### src/rtl/core/cpba_pkg.sv
// cpba_pkg: shared constants, types and helper functions for the
// channel power block average core; no dependencies

package cpba_pkg;

   // frame geometry
   localparam int SAMPLES_PER_FRAME = 3072;
   localparam int NUM_LANES         = 3;
   localparam int LANE_SAMPLES      = SAMPLES_PER_FRAME / NUM_LANES;
   localparam int FRAME_LEN         = LANE_SAMPLES * NUM_LANES;
   localparam int MAX_AVERAGE       = 16;

   // field and state widths
   localparam int SAMPLE_W   = 12;
   localparam int PRODUCT_W  = 2 * SAMPLE_W;
   localparam int LEVEL_W    = 16;
   localparam int CHAN_W     = 2;
   localparam int LANE_W     = 2;
   localparam int CNT_W      = 12;
   localparam int SUM_W      = 40;
   localparam int AVG_LEN_W  = 5;
   localparam int AVG_SUM_W  = 21;
   localparam int QUOT_W     = 20;
   localparam int DIV_CNT_W  = 5;
   localparam int CSR_IDX_W  = 1;
   localparam int CSR_DATA_W = 5;

   // frame / lane / result markers
   localparam logic [CNT_W-1:0]     FRAME_LAST  = CNT_W'(FRAME_LEN - 1);
   localparam logic [LANE_W-1:0]    LANE_FIRST  = LANE_W'(0);
   localparam logic [LANE_W-1:0]    LANE_LAST   = LANE_W'(NUM_LANES - 1);
   localparam logic [CHAN_W-1:0]    RESULT_LAST = CHAN_W'(NUM_LANES - 1);
   localparam logic [AVG_LEN_W-1:0] AVG_LEN_MAX = AVG_LEN_W'(MAX_AVERAGE);
   localparam logic [AVG_LEN_W-1:0] AVG_BYPASS  = AVG_LEN_W'(1);
   localparam logic [DIV_CNT_W-1:0] DIV_LAST    = DIV_CNT_W'(QUOT_W - 1);

   // saturation limits
   localparam logic signed [SUM_W-1:0] SAT_HI = SUM_W'(2 ** (LEVEL_W - 1) - 1);
   localparam logic signed [SUM_W-1:0] SAT_LO = -SUM_W'(2 ** (LEVEL_W - 1));

   // register indexes
   localparam logic [CSR_IDX_W-1:0] CSR_SQUARE_MODE    = CSR_IDX_W'(0);
   localparam logic [CSR_IDX_W-1:0] CSR_AVERAGE_LENGTH = CSR_IDX_W'(1);

   // front to back queue
   localparam int QUEUE_DEPTH = 2;
   localparam int QUEUE_PTR_W = 1;
   localparam int QUEUE_CNT_W = 2;

   // three per-lane levels of one frame
   typedef logic [NUM_LANES-1:0][LEVEL_W-1:0] frame_vals_type;

   typedef enum logic [1:0] {
      BACK_IDLE,
      BACK_DIV_START,
      BACK_DIV_WAIT,
      BACK_EMIT
   } back_state_type;

   function automatic logic [LEVEL_W-1:0] sat_level(input logic signed [SUM_W-1:0] v);
      logic [LEVEL_W-1:0] r;
      if (v > SAT_HI) begin
         r = SAT_HI[LEVEL_W-1:0];
      end else if (v < SAT_LO) begin
         r = SAT_LO[LEVEL_W-1:0];
      end else begin
         r = v[LEVEL_W-1:0];
      end
      return r;
   endfunction

   // physical remap: result 0 is lane 1, result 1 is lane 0, result 2 is lane 2
   function automatic logic [LANE_W-1:0] lane_of_result(input logic [CHAN_W-1:0] k);
      logic [LANE_W-1:0] r;
      case (k)
         CHAN_W'(0): r = LANE_W'(1);
         CHAN_W'(1): r = LANE_W'(0);
         default:    r = LANE_W'(2);
      endcase
      return r;
   endfunction

endpackage

### src/rtl/core/cpba_front.sv
// cpba_front: sample accumulator, per-lane frame sums and frame level
// generation; depends on cpba_pkg

module cpba_front (
   input  logic                                 clock,
   input  logic                                 reset,
   input  logic                                 req_valid,
   output logic                                 req_ready,
   input  logic signed [cpba_pkg::SAMPLE_W-1:0] req_sample,
   input  logic                                 req_frame_start,
   input  logic                                 square_mode,
   output logic                                 push_valid,
   input  logic                                 push_ready,
   output cpba_pkg::frame_vals_type             push_data
);

   logic signed [cpba_pkg::SUM_W-1:0]     frame_sums_ff [cpba_pkg::NUM_LANES];
   logic signed [cpba_pkg::SUM_W-1:0]     frame_sums_in [cpba_pkg::NUM_LANES];
   logic        [cpba_pkg::CNT_W-1:0]     counter_ff, counter_in;
   logic        [cpba_pkg::LANE_W-1:0]    lane_ff, lane_in;
   logic                                  done_ff, done_in;

   logic signed [cpba_pkg::PRODUCT_W-1:0] product;
   logic signed [cpba_pkg::SUM_W-1:0]     term;
   logic signed [cpba_pkg::SUM_W-1:0]     base;
   logic signed [cpba_pkg::SUM_W-1:0]     quot [cpba_pkg::NUM_LANES];
   logic        [cpba_pkg::CNT_W-1:0]     counter_eff;
   logic        [cpba_pkg::LANE_W-1:0]    lane_eff;
   logic                                  accepted;

   assign req_ready  = !done_ff;
   assign push_valid = done_ff;
   assign accepted   = req_valid && req_ready;

   always_comb begin
      for (int j = 0; j < cpba_pkg::NUM_LANES; j++) begin
         quot[j]      = frame_sums_ff[j] / cpba_pkg::SUM_W'(cpba_pkg::LANE_SAMPLES);
         push_data[j] = cpba_pkg::sat_level(quot[j]);
      end
   end

   always_comb begin
      product     = req_sample * req_sample;
      term        = square_mode ? cpba_pkg::SUM_W'(product) : cpba_pkg::SUM_W'(req_sample);
      lane_eff    = req_frame_start ? cpba_pkg::LANE_FIRST : lane_ff;
      counter_eff = req_frame_start ? '0 : counter_ff;

      frame_sums_in = frame_sums_ff;
      counter_in    = counter_ff;
      lane_in       = lane_ff;
      done_in       = done_ff;
      base          = '0;

      if (done_ff) begin
         if (push_ready) begin
            for (int j = 0; j < cpba_pkg::NUM_LANES; j++) begin
               frame_sums_in[j] = '0;
            end
            done_in = 1'b0;
         end
      end else if (accepted) begin
         for (int j = 0; j < cpba_pkg::NUM_LANES; j++) begin
            base = req_frame_start ? '0 : frame_sums_ff[j];
            if (lane_eff == cpba_pkg::LANE_W'(j)) begin
               frame_sums_in[j] = base + term;
            end else begin
               frame_sums_in[j] = base;
            end
         end
         if (counter_eff == cpba_pkg::FRAME_LAST) begin
            counter_in = '0;
            lane_in    = cpba_pkg::LANE_FIRST;
            done_in    = 1'b1;
         end else begin
            counter_in = counter_eff + cpba_pkg::CNT_W'(1);
            lane_in    = (lane_eff == cpba_pkg::LANE_LAST) ? cpba_pkg::LANE_FIRST
                                                            : lane_eff + cpba_pkg::LANE_W'(1);
         end
      end
   end

   always_ff @(posedge clock) begin
      if (reset) begin
         for (int j = 0; j < cpba_pkg::NUM_LANES; j++) begin
            frame_sums_ff[j] <= '0;
         end
         counter_ff <= '0;
         lane_ff    <= cpba_pkg::LANE_FIRST;
         done_ff    <= 1'b0;
      end else begin
         frame_sums_ff <= frame_sums_in;
         counter_ff    <= counter_in;
         lane_ff       <= lane_in;
         done_ff       <= done_in;
      end
   end

endmodule

### src/rtl/core/cpba_queue.sv
// cpba_queue: two-entry queue of frame levels between front and back
// depends on cpba_pkg

module cpba_queue (
   input  logic                     clock,
   input  logic                     reset,
   input  logic                     push_valid,
   output logic                     push_ready,
   input  cpba_pkg::frame_vals_type push_data,
   output logic                     pop_valid,
   input  logic                     pop_ready,
   output cpba_pkg::frame_vals_type pop_data
);

   cpba_pkg::frame_vals_type             entry_ff [cpba_pkg::QUEUE_DEPTH];
   logic [cpba_pkg::QUEUE_PTR_W-1:0]     wr_ptr_ff, wr_ptr_in;
   logic [cpba_pkg::QUEUE_PTR_W-1:0]     rd_ptr_ff, rd_ptr_in;
   logic [cpba_pkg::QUEUE_CNT_W-1:0]     count_ff, count_in;
   logic                                 do_push, do_pop;

   assign push_ready = (count_ff != cpba_pkg::QUEUE_CNT_W'(cpba_pkg::QUEUE_DEPTH));
   assign pop_valid  = (count_ff != '0);
   assign pop_data   = entry_ff[rd_ptr_ff];
   assign do_push    = push_valid && push_ready;
   assign do_pop     = pop_valid && pop_ready;

   always_comb begin
      wr_ptr_in = do_push ? wr_ptr_ff + cpba_pkg::QUEUE_PTR_W'(1) : wr_ptr_ff;
      rd_ptr_in = do_pop  ? rd_ptr_ff + cpba_pkg::QUEUE_PTR_W'(1) : rd_ptr_ff;
      count_in  = count_ff;
      if (do_push && !do_pop) begin
         count_in = count_ff + cpba_pkg::QUEUE_CNT_W'(1);
      end else if (do_pop && !do_push) begin
         count_in = count_ff - cpba_pkg::QUEUE_CNT_W'(1);
      end
   end

   always_ff @(posedge clock) begin
      if (do_push) begin
         entry_ff[wr_ptr_ff] <= push_data;
      end
   end

   always_ff @(posedge clock) begin
      if (reset) begin
         wr_ptr_ff <= '0;
         rd_ptr_ff <= '0;
         count_ff  <= '0;
      end else begin
         wr_ptr_ff <= wr_ptr_in;
         rd_ptr_ff <= rd_ptr_in;
         count_ff  <= count_in;
      end
   end

endmodule

### src/rtl/core/cpba_div.sv
// cpba_div: restoring divider, one quotient bit per cycle
// depends on cpba_pkg

module cpba_div (
   input  logic                               clock,
   input  logic                               reset,
   input  logic                               start,
   input  logic [cpba_pkg::QUOT_W-1:0]        dividend,
   input  logic [cpba_pkg::AVG_LEN_W-1:0]     divisor,
   output logic                               done,
   output logic [cpba_pkg::QUOT_W-1:0]        quotient
);

   logic                              busy_ff, busy_in;
   logic                              done_ff, done_in;
   logic [cpba_pkg::DIV_CNT_W-1:0]    count_ff, count_in;
   logic [cpba_pkg::QUOT_W-1:0]       dvd_ff, dvd_in;
   logic [cpba_pkg::AVG_LEN_W-1:0]    rem_ff, rem_in;
   logic [cpba_pkg::AVG_LEN_W-1:0]    divisor_ff, divisor_in;
   logic [cpba_pkg::AVG_LEN_W:0]      rem_shift;
   logic [cpba_pkg::AVG_LEN_W:0]      rem_diff;
   logic                              q_bit;

   assign done     = done_ff;
   assign quotient = dvd_ff;

   always_comb begin
      rem_shift  = {rem_ff, dvd_ff[cpba_pkg::QUOT_W-1]};
      rem_diff   = rem_shift - {1'b0, divisor_ff};
      q_bit      = (rem_shift >= {1'b0, divisor_ff});

      busy_in    = busy_ff;
      done_in    = 1'b0;
      count_in   = count_ff;
      dvd_in     = dvd_ff;
      rem_in     = rem_ff;
      divisor_in = divisor_ff;

      if (start) begin
         busy_in    = 1'b1;
         count_in   = '0;
         dvd_in     = dividend;
         rem_in     = '0;
         divisor_in = divisor;
      end else if (busy_ff) begin
         rem_in   = q_bit ? rem_diff[cpba_pkg::AVG_LEN_W-1:0]
                          : rem_shift[cpba_pkg::AVG_LEN_W-1:0];
         dvd_in   = {dvd_ff[cpba_pkg::QUOT_W-2:0], q_bit};
         count_in = count_ff + cpba_pkg::DIV_CNT_W'(1);
         if (count_ff == cpba_pkg::DIV_LAST) begin
            busy_in = 1'b0;
            done_in = 1'b1;
         end
      end
   end

   always_ff @(posedge clock) begin
      dvd_ff     <= dvd_in;
      rem_ff     <= rem_in;
      divisor_ff <= divisor_in;
   end

   always_ff @(posedge clock) begin
      if (reset) begin
         busy_ff  <= 1'b0;
         done_ff  <= 1'b0;
         count_ff <= '0;
      end else begin
         busy_ff  <= busy_in;
         done_ff  <= done_in;
         count_ff <= count_in;
      end
   end

endmodule

### src/rtl/core/cpba_back.sv
// cpba_back: block averaging over frames, division by the average length
// and result emission; depends on cpba_pkg and cpba_div

module cpba_back (
   input  logic                                 clock,
   input  logic                                 reset,
   input  logic [cpba_pkg::AVG_LEN_W-1:0]       average_length,
   input  logic                                 pop_valid,
   output logic                                 pop_ready,
   input  cpba_pkg::frame_vals_type             pop_data,
   output logic                                 rsp_valid,
   input  logic                                 rsp_ready,
   output logic [cpba_pkg::CHAN_W-1:0]          rsp_channel_index,
   output logic signed [cpba_pkg::LEVEL_W-1:0]  rsp_level,
   output logic                                 rsp_last_of_set
);

   cpba_pkg::back_state_type            state_ff, state_in;
   logic signed [cpba_pkg::AVG_SUM_W-1:0] avg_sums_ff [cpba_pkg::NUM_LANES];
   logic signed [cpba_pkg::AVG_SUM_W-1:0] avg_sums_in [cpba_pkg::NUM_LANES];
   logic [cpba_pkg::AVG_LEN_W-1:0]      collected_ff, collected_in;
   logic [cpba_pkg::AVG_LEN_W-1:0]      len_ff, len_in;
   logic [cpba_pkg::LEVEL_W-1:0]        levels_ff [cpba_pkg::NUM_LANES];
   logic [cpba_pkg::LEVEL_W-1:0]        levels_in [cpba_pkg::NUM_LANES];
   logic [cpba_pkg::LANE_W-1:0]         lane_ff, lane_in;
   logic [cpba_pkg::CHAN_W-1:0]         result_ff, result_in;

   logic [cpba_pkg::AVG_LEN_W-1:0]      len_now;
   logic [cpba_pkg::AVG_LEN_W-1:0]      collected_next;
   logic signed [cpba_pkg::AVG_SUM_W-1:0] avg_sel;
   logic signed [cpba_pkg::AVG_SUM_W-1:0] avg_mag;
   logic signed [cpba_pkg::SUM_W-1:0]   q_mag;
   logic signed [cpba_pkg::SUM_W-1:0]   q_signed;
   logic                                avg_neg;
   logic                                div_start;
   logic                                div_done;
   logic [cpba_pkg::QUOT_W-1:0]         div_quotient;

   cpba_div u_div (
      .clock    (clock),
      .reset    (reset),
      .start    (div_start),
      .dividend (avg_mag[cpba_pkg::QUOT_W-1:0]),
      .divisor  (len_ff),
      .done     (div_done),
      .quotient (div_quotient)
   );

   assign pop_ready         = (state_ff == cpba_pkg::BACK_IDLE);
   assign rsp_valid         = (state_ff == cpba_pkg::BACK_EMIT);
   assign rsp_channel_index = result_ff;
   assign rsp_level         = levels_ff[cpba_pkg::lane_of_result(result_ff)];
   assign rsp_last_of_set   = (result_ff == cpba_pkg::RESULT_LAST);

   always_comb begin
      len_now        = (average_length > cpba_pkg::AVG_LEN_MAX) ? cpba_pkg::AVG_LEN_MAX
                                                                : average_length;
      collected_next = collected_ff + cpba_pkg::AVG_LEN_W'(1);
      avg_sel        = avg_sums_ff[lane_ff];
      avg_neg        = avg_sel[cpba_pkg::AVG_SUM_W-1];
      avg_mag        = avg_neg ? -avg_sel : avg_sel;
      q_mag          = cpba_pkg::SUM_W'(div_quotient);
      q_signed       = avg_neg ? -q_mag : q_mag;

      state_in     = state_ff;
      avg_sums_in  = avg_sums_ff;
      collected_in = collected_ff;
      len_in       = len_ff;
      levels_in    = levels_ff;
      lane_in      = lane_ff;
      result_in    = result_ff;
      div_start    = 1'b0;

      case (state_ff)
         cpba_pkg::BACK_IDLE: begin
            if (pop_valid) begin
               if (len_now <= cpba_pkg::AVG_BYPASS) begin
                  for (int j = 0; j < cpba_pkg::NUM_LANES; j++) begin
                     levels_in[j]   = pop_data[j];
                     avg_sums_in[j] = '0;
                  end
                  collected_in = '0;
                  result_in    = '0;
                  state_in     = cpba_pkg::BACK_EMIT;
               end else begin
                  for (int j = 0; j < cpba_pkg::NUM_LANES; j++) begin
                     avg_sums_in[j] = avg_sums_ff[j]
                                    + cpba_pkg::AVG_SUM_W'($signed(pop_data[j]));
                  end
                  collected_in = collected_next;
                  if (collected_next >= len_now) begin
                     len_in   = len_now;
                     lane_in  = cpba_pkg::LANE_FIRST;
                     state_in = cpba_pkg::BACK_DIV_START;
                  end
               end
            end
         end
         cpba_pkg::BACK_DIV_START: begin
            div_start = 1'b1;
            state_in  = cpba_pkg::BACK_DIV_WAIT;
         end
         cpba_pkg::BACK_DIV_WAIT: begin
            if (div_done) begin
               levels_in[lane_ff] = cpba_pkg::sat_level(q_signed);
               if (lane_ff == cpba_pkg::LANE_LAST) begin
                  for (int j = 0; j < cpba_pkg::NUM_LANES; j++) begin
                     avg_sums_in[j] = '0;
                  end
                  collected_in = '0;
                  result_in    = '0;
                  state_in     = cpba_pkg::BACK_EMIT;
               end else begin
                  lane_in  = lane_ff + cpba_pkg::LANE_W'(1);
                  state_in = cpba_pkg::BACK_DIV_START;
               end
            end
         end
         cpba_pkg::BACK_EMIT: begin
            if (rsp_ready) begin
               if (result_ff == cpba_pkg::RESULT_LAST) begin
                  state_in = cpba_pkg::BACK_IDLE;
               end else begin
                  result_in = result_ff + cpba_pkg::CHAN_W'(1);
               end
            end
         end
         default: begin
            state_in = cpba_pkg::BACK_IDLE;
         end
      endcase
   end

   always_ff @(posedge clock) begin
      levels_ff <= levels_in;
      len_ff    <= len_in;
   end

   always_ff @(posedge clock) begin
      if (reset) begin
         state_ff <= cpba_pkg::BACK_IDLE;
         for (int j = 0; j < cpba_pkg::NUM_LANES; j++) begin
            avg_sums_ff[j] <= '0;
         end
         collected_ff <= '0;
         lane_ff      <= cpba_pkg::LANE_FIRST;
         result_ff    <= '0;
      end else begin
         state_ff     <= state_in;
         avg_sums_ff  <= avg_sums_in;
         collected_ff <= collected_in;
         lane_ff      <= lane_in;
         result_ff    <= result_in;
      end
   end

endmodule

### src/rtl/core/channel_power_block_average_core.sv
// channel_power_block_average_core: top level of the three-channel power detector
// depends on cpba_pkg, cpba_front, cpba_queue and cpba_back
//
// throughput: one sample request per cycle, but requests stall at each frame end until
//    the queue takes the frame (longer only if two finished frames already wait in it)
// results: with averaging bypassed, frame levels go from the queue straight to emission;
//    a completed block average is divided lane by lane in the bit-serial divider shared
//    by the three lanes
// reset: synchronous, clears the sums, counters, queue and both registers to zero

module channel_power_block_average_core (
   input  logic                                 clock,
   input  logic                                 reset,
   // sample requests
   input  logic                                 req_valid,
   output logic                                 req_ready,
   input  logic signed [cpba_pkg::SAMPLE_W-1:0] req_sample,
   input  logic                                 req_frame_start,
   // results
   output logic                                 rsp_valid,
   input  logic                                 rsp_ready,
   output logic [cpba_pkg::CHAN_W-1:0]          rsp_channel_index,
   output logic signed [cpba_pkg::LEVEL_W-1:0]  rsp_level,
   output logic                                 rsp_last_of_set,
   // register writes
   input  logic                                 csr_write,
   input  logic [cpba_pkg::CSR_IDX_W-1:0]       csr_index,
   input  logic [cpba_pkg::CSR_DATA_W-1:0]      csr_wdata
);

   // configuration registers
   logic                              square_mode_ff, square_mode_in;
   logic [cpba_pkg::AVG_LEN_W-1:0]    average_length_ff, average_length_in;

   // front to queue
   logic                              push_valid;
   logic                              push_ready;
   cpba_pkg::frame_vals_type          push_data;

   // queue to back
   logic                              pop_valid;
   logic                              pop_ready;
   cpba_pkg::frame_vals_type          pop_data;

   // register write decode, unknown indexes are dropped
   always_comb begin
      square_mode_in    = square_mode_ff;
      average_length_in = average_length_ff;
      if (csr_write) begin
         case (csr_index)
            cpba_pkg::CSR_SQUARE_MODE: begin
               square_mode_in = csr_wdata[0];
            end
            cpba_pkg::CSR_AVERAGE_LENGTH: begin
               average_length_in = csr_wdata[cpba_pkg::AVG_LEN_W-1:0];
            end
            default: begin
               square_mode_in = square_mode_ff;
            end
         endcase
      end
   end

   always_ff @(posedge clock) begin
      if (reset) begin
         square_mode_ff    <= 1'b0;
         average_length_ff <= '0;
      end else begin
         square_mode_ff    <= square_mode_in;
         average_length_ff <= average_length_in;
      end
   end

   // front: per-lane accumulation and frame levels
   cpba_front u_front (
      .clock           (clock),
      .reset           (reset),
      .req_valid       (req_valid),
      .req_ready       (req_ready),
      .req_sample      (req_sample),
      .req_frame_start (req_frame_start),
      .square_mode     (square_mode_ff),
      .push_valid      (push_valid),
      .push_ready      (push_ready),
      .push_data       (push_data)
   );

   // short queue so the front keeps sampling while results drain
   cpba_queue u_queue (
      .clock      (clock),
      .reset      (reset),
      .push_valid (push_valid),
      .push_ready (push_ready),
      .push_data  (push_data),
      .pop_valid  (pop_valid),
      .pop_ready  (pop_ready),
      .pop_data   (pop_data)
   );

   // back: block averaging, division and result emission in order 1, 0, 2
   cpba_back u_back (
      .clock             (clock),
      .reset             (reset),
      .average_length    (average_length_ff),
      .pop_valid         (pop_valid),
      .pop_ready         (pop_ready),
      .pop_data          (pop_data),
      .rsp_valid         (rsp_valid),
      .rsp_ready         (rsp_ready),
      .rsp_channel_index (rsp_channel_index),
      .rsp_level         (rsp_level),
      .rsp_last_of_set   (rsp_last_of_set)
   );

endmodule
### config.mk
export PLATFORM = sky130hd
export DESIGN_NAME = channel_power_block_average_core
export DESIGN_NICKNAME = d
export VERILOG_FILES = /design/src/rtl/core/cpba_pkg.sv /design/src/rtl/core/cpba_front.sv /design/src/rtl/core/cpba_queue.sv /design/src/rtl/core/cpba_div.sv /design/src/rtl/core/cpba_back.sv /design/src/rtl/core/channel_power_block_average_core.sv
export SDC_FILE = /design/constraint.sdc
export NUM_CORES = 2
export LEC_CHECK = 0
export BUFFER_PORTS_ARGS = -buffer_cell sky130_fd_sc_hd__buf_2
export CORE_ASPECT_RATIO = 0.8
export CORE_MARGIN = 5
export CORE_UTILIZATION = 35
export DETAILED_ROUTE_END_ITERATION = 10
export PLACE_DENSITY = 0.48
export SYNTH_ARGS = -nofsm -noshare
export SYNTH_HDL_FRONTEND = slang
export SYNTH_SLANG_ARGS = --single-unit
### constraint.sdc
create_clock -name clock -period 9 [get_ports clock]
set_input_delay 0.45 -clock clock [delete_from_list [all_inputs] [get_ports clock]]
set_output_delay 0.45 -clock clock [all_outputs]
set_load 0.1 [all_outputs]
==> impl_results.md <==
- Clock latency on the worst-skew pair: 0.61 ns
- Ant diodes: 0
- Wire per inst: 19.9 microns
- Synth top cells by count: nor2_1, nand2_1, inv_1
- # clock sinks: 406
- CTS root buffer: clkbuf_16
- Antenna-violating nets left: 0
- Distinct cells, synth: 100
- RSZ-0062 raised after global routing: no
- Cell row count: 103
- CTS tree: yes
- Pwr Density: 273 nW/um^2
- Mean post-synth cell area: 8.35 sq um
- Die area: 105000 sq um
- Synthesized area: 34700 sq um
- Layout cell share with drive strength beyond 1: 0.0933
- Critical path fanouts, max: 6
- Area growth syn-to-layout: 10.7%
- Max capacitance violation total: 0
- Slowest cell on crit path: fa_1
- Overflow after GRT: 0
- Most frequent cell after synthesis: nor2_1
- FF/Latch Area: 9870 sq um
- Post-CTS setup buffers: 0
- H-tree levels: 2
- Vias per cell: 5.45
- Leakage power: 15.4 nW
- Seq/Total Area, Yosys: 0.285
- Critical Path End Type: flip-flop
- Synth Warn #: 0
- Post-synth EDFFs: 174
- Nets: 4516
- DRC: 0
- Startpoint Class: input pin
- Share of the synthesized area in the top cell type: 0.151
- Max-slew violations: 0
- First-pass GRT wire length: 172000 microns
- Initial DRC count: 2359
- Most used cell, CP: inv_1
- Final setup viols: 0
- Syn Inst Count: 4149
- TritonCTS buffer count: 48
- Clock Path Buffers: 3
- Initial core utilization: 0.352
- Filler instances: 10.1k
- DRT Wirelength: 109000 microns
- Critical path type: in -> reg
- HPWL after detailed placement: 82700 microns
- Final period util: 0.936
- Die W: 362 microns
- Crit path buf inv count: 9
- Via count: 29.9k
- Hold Violations, Final: 0
- Post-Syn Nets: 4535
- Worst Path Required: 9.48 ns
- Final worst path period need: 8.43 ns
- Crit-path max cell delay: 0.53 ns
- Pre-Repair DR Iteration Count: 7
- Largest cells by area after synthesis: edfxtp_1, dfxtp_1, ha_1
- Register bit count reported by yosys: 406
- Synth Flop Type: dfxtp_1
- Design Power: 0.0105 W
- Placer Congestion: 0.873
- Max rail drop VDD: 0.000267 V
- Pin count of the biggest net entering global routing: 85
- DIE HEIGHT: 291 microns
- Top-level port count: 45
- All-Layer GR Usage: 0.205
- Top delay family on crit path: adder cells
- Area leader, netlist: edfxtp_1
- Asr flop ratio synth: 0
- Antenna violations before repair: 5
- Core area: 98500 sq um
- Port Buffers: 44
- Final Skew: 0.0277 ns
- Worst slew margin: 0.160
- Worst slew pin tran: 1.23 ns
- Setup TNS: 0 ns
- Vias in the first global route: 28.7k
- Worst-path clk slew: 0.06 ns
- CP arrival: 8.90 ns
- Multi-input gate area: 22900 sq um
- Status: complete, no violations
- Max Clk Rate: 119 MHz
- Hold crit path type: in -> reg
placed cells by master (no fill, tap or decap), types with 35 or more instances in the layout:
cell type and count:
a21o_1 59, nand2_1 356, and3_1 48, o21ai_1 54, dfxtp_1 231, ha_1 229
xnor2_1 162, edfxtp_1 174, a211oi_1 35, buf_2 42, a21oi_1 282, fa_1 133
inv_1 290, nor3_1 89, o21ai_0 277, buf_4 115, mux2_2 59, nor2_1 385
mux2i_1 52, a22oi_1 96, nand3_1 96, clkbuf_16 54, and2_1 54, nor2b_1 124
xor2_1 84
path summary, 6_finish.rpt:
check | startpoint | end | slack, ns | depth (start not counted)
max | req_sample[4] | u_front.frame_sums_ff[30]$_SDFFE_PP0P_ | 0.57 | 37
min | csr_wdata[3] | average_length_ff[3]$_SDFFE_PP0P_ | 0.11 | 3
max reg2reg | square_mode_ff$_SDFFE_PP0P_ | u_front.frame_sums_ff[30]$_SDFFE_PP0P_ | 3.35 | 21
min reg2reg | u_back.len_ff[2]$_DFFE_PP_ | u_back.u_div.divisor_ff[2]$_DFFE_PP_ | 0.45 | 0
registers in the layout (all words and copies together) (netlist names), 2 cells and up, named ones only:
signal                    flops
u_back.u_div.divisor_ff       5
u_back.lane_ff                2
average_length_ff             5
u_back.u_div.rem_ff           5
u_queue.entry_ff             96
u_back.u_div.count_ff         5
u_front.lane_ff               2
u_back.len_ff                 5
u_back.state_ff               2
u_front.counter_ff           12
u_back.u_div.quotient        20
u_back.avg_sums_ff           63
u_front.frame_sums_ff       120
u_queue.count_ff              2
u_back.levels_ff             48
u_back.collected_ff           5
u_back.rsp_channel_index      2
per-stage QoR:
step / cell area, sq um / hold WS, ns / setup slack [ns] / utilization / instances
after floorplan: 34700 / 0.400 / 0.0116 / - / 4149
after global placement: 36600 / 0.437 / 0.0676 / 0.372 / 5392
after detailed placement: 36600 / 0.428 / 0.0624 / 0.372 / 5392
after CTS: 38400 / 0.0592 / 0.687 / 0.390 / 5482
after global routing: 38400 / 0.0880 / 0.0632 / 0.390 / 5482
final: 38400 / 0.106 / 0.574 / 0.390 / 5482
final cells by class:
type	instances	area share
clock buffer	63	0.0371
multi-input combinational	3222	0.596
timing repair buffer	159	0.0288
clock inverter	27	0.00981
sequential	406	0.257
tap	1312	0.0428
inverter	293	0.0287
logic make-up after synthesis:
kind of cell / share of synthesized area
adder cells (fa/ha/maj): 0.160
buffers and inverters: 0.0575
flip-flops: 0.285
AND/OR/NAND/NOR: 0.187
multiplexers: 0.0345
AO/OA/AOI/OAI: 0.212
XOR/XNOR: 0.0642
repair_timing:
item / in CTS / in global routing
hold buffers: 0 / 0
resized for setup: 0 / 1
setup endpoints to repair: 0 / 1
power by group:
part	switching, W	internal (W)
combinational	0.00354	0.00219
sequential	0.000242	0.00229
clock	0.000896	0.00134
total	0.00468	0.00581
worst min-delay path, delay by kind of cell:
family / cells / cell delay (ns)
compound gates: 1 / 0.05
buf+inv: 1 / 0.10
simple gates: 1 / 0.06
layer usage:
layer	global-route usage	up-vias	part of all wire	wire length (microns)
li1	-	14722	-	-
met1	0.325	14322	0.52	57100
met2	0.292	748	0.40	43800
met3	0.0329	99	0.061	6670
met4	0.0340	0	0.015	1600
met5	0	-	0	0
Power figures use the tool's default switching activity.
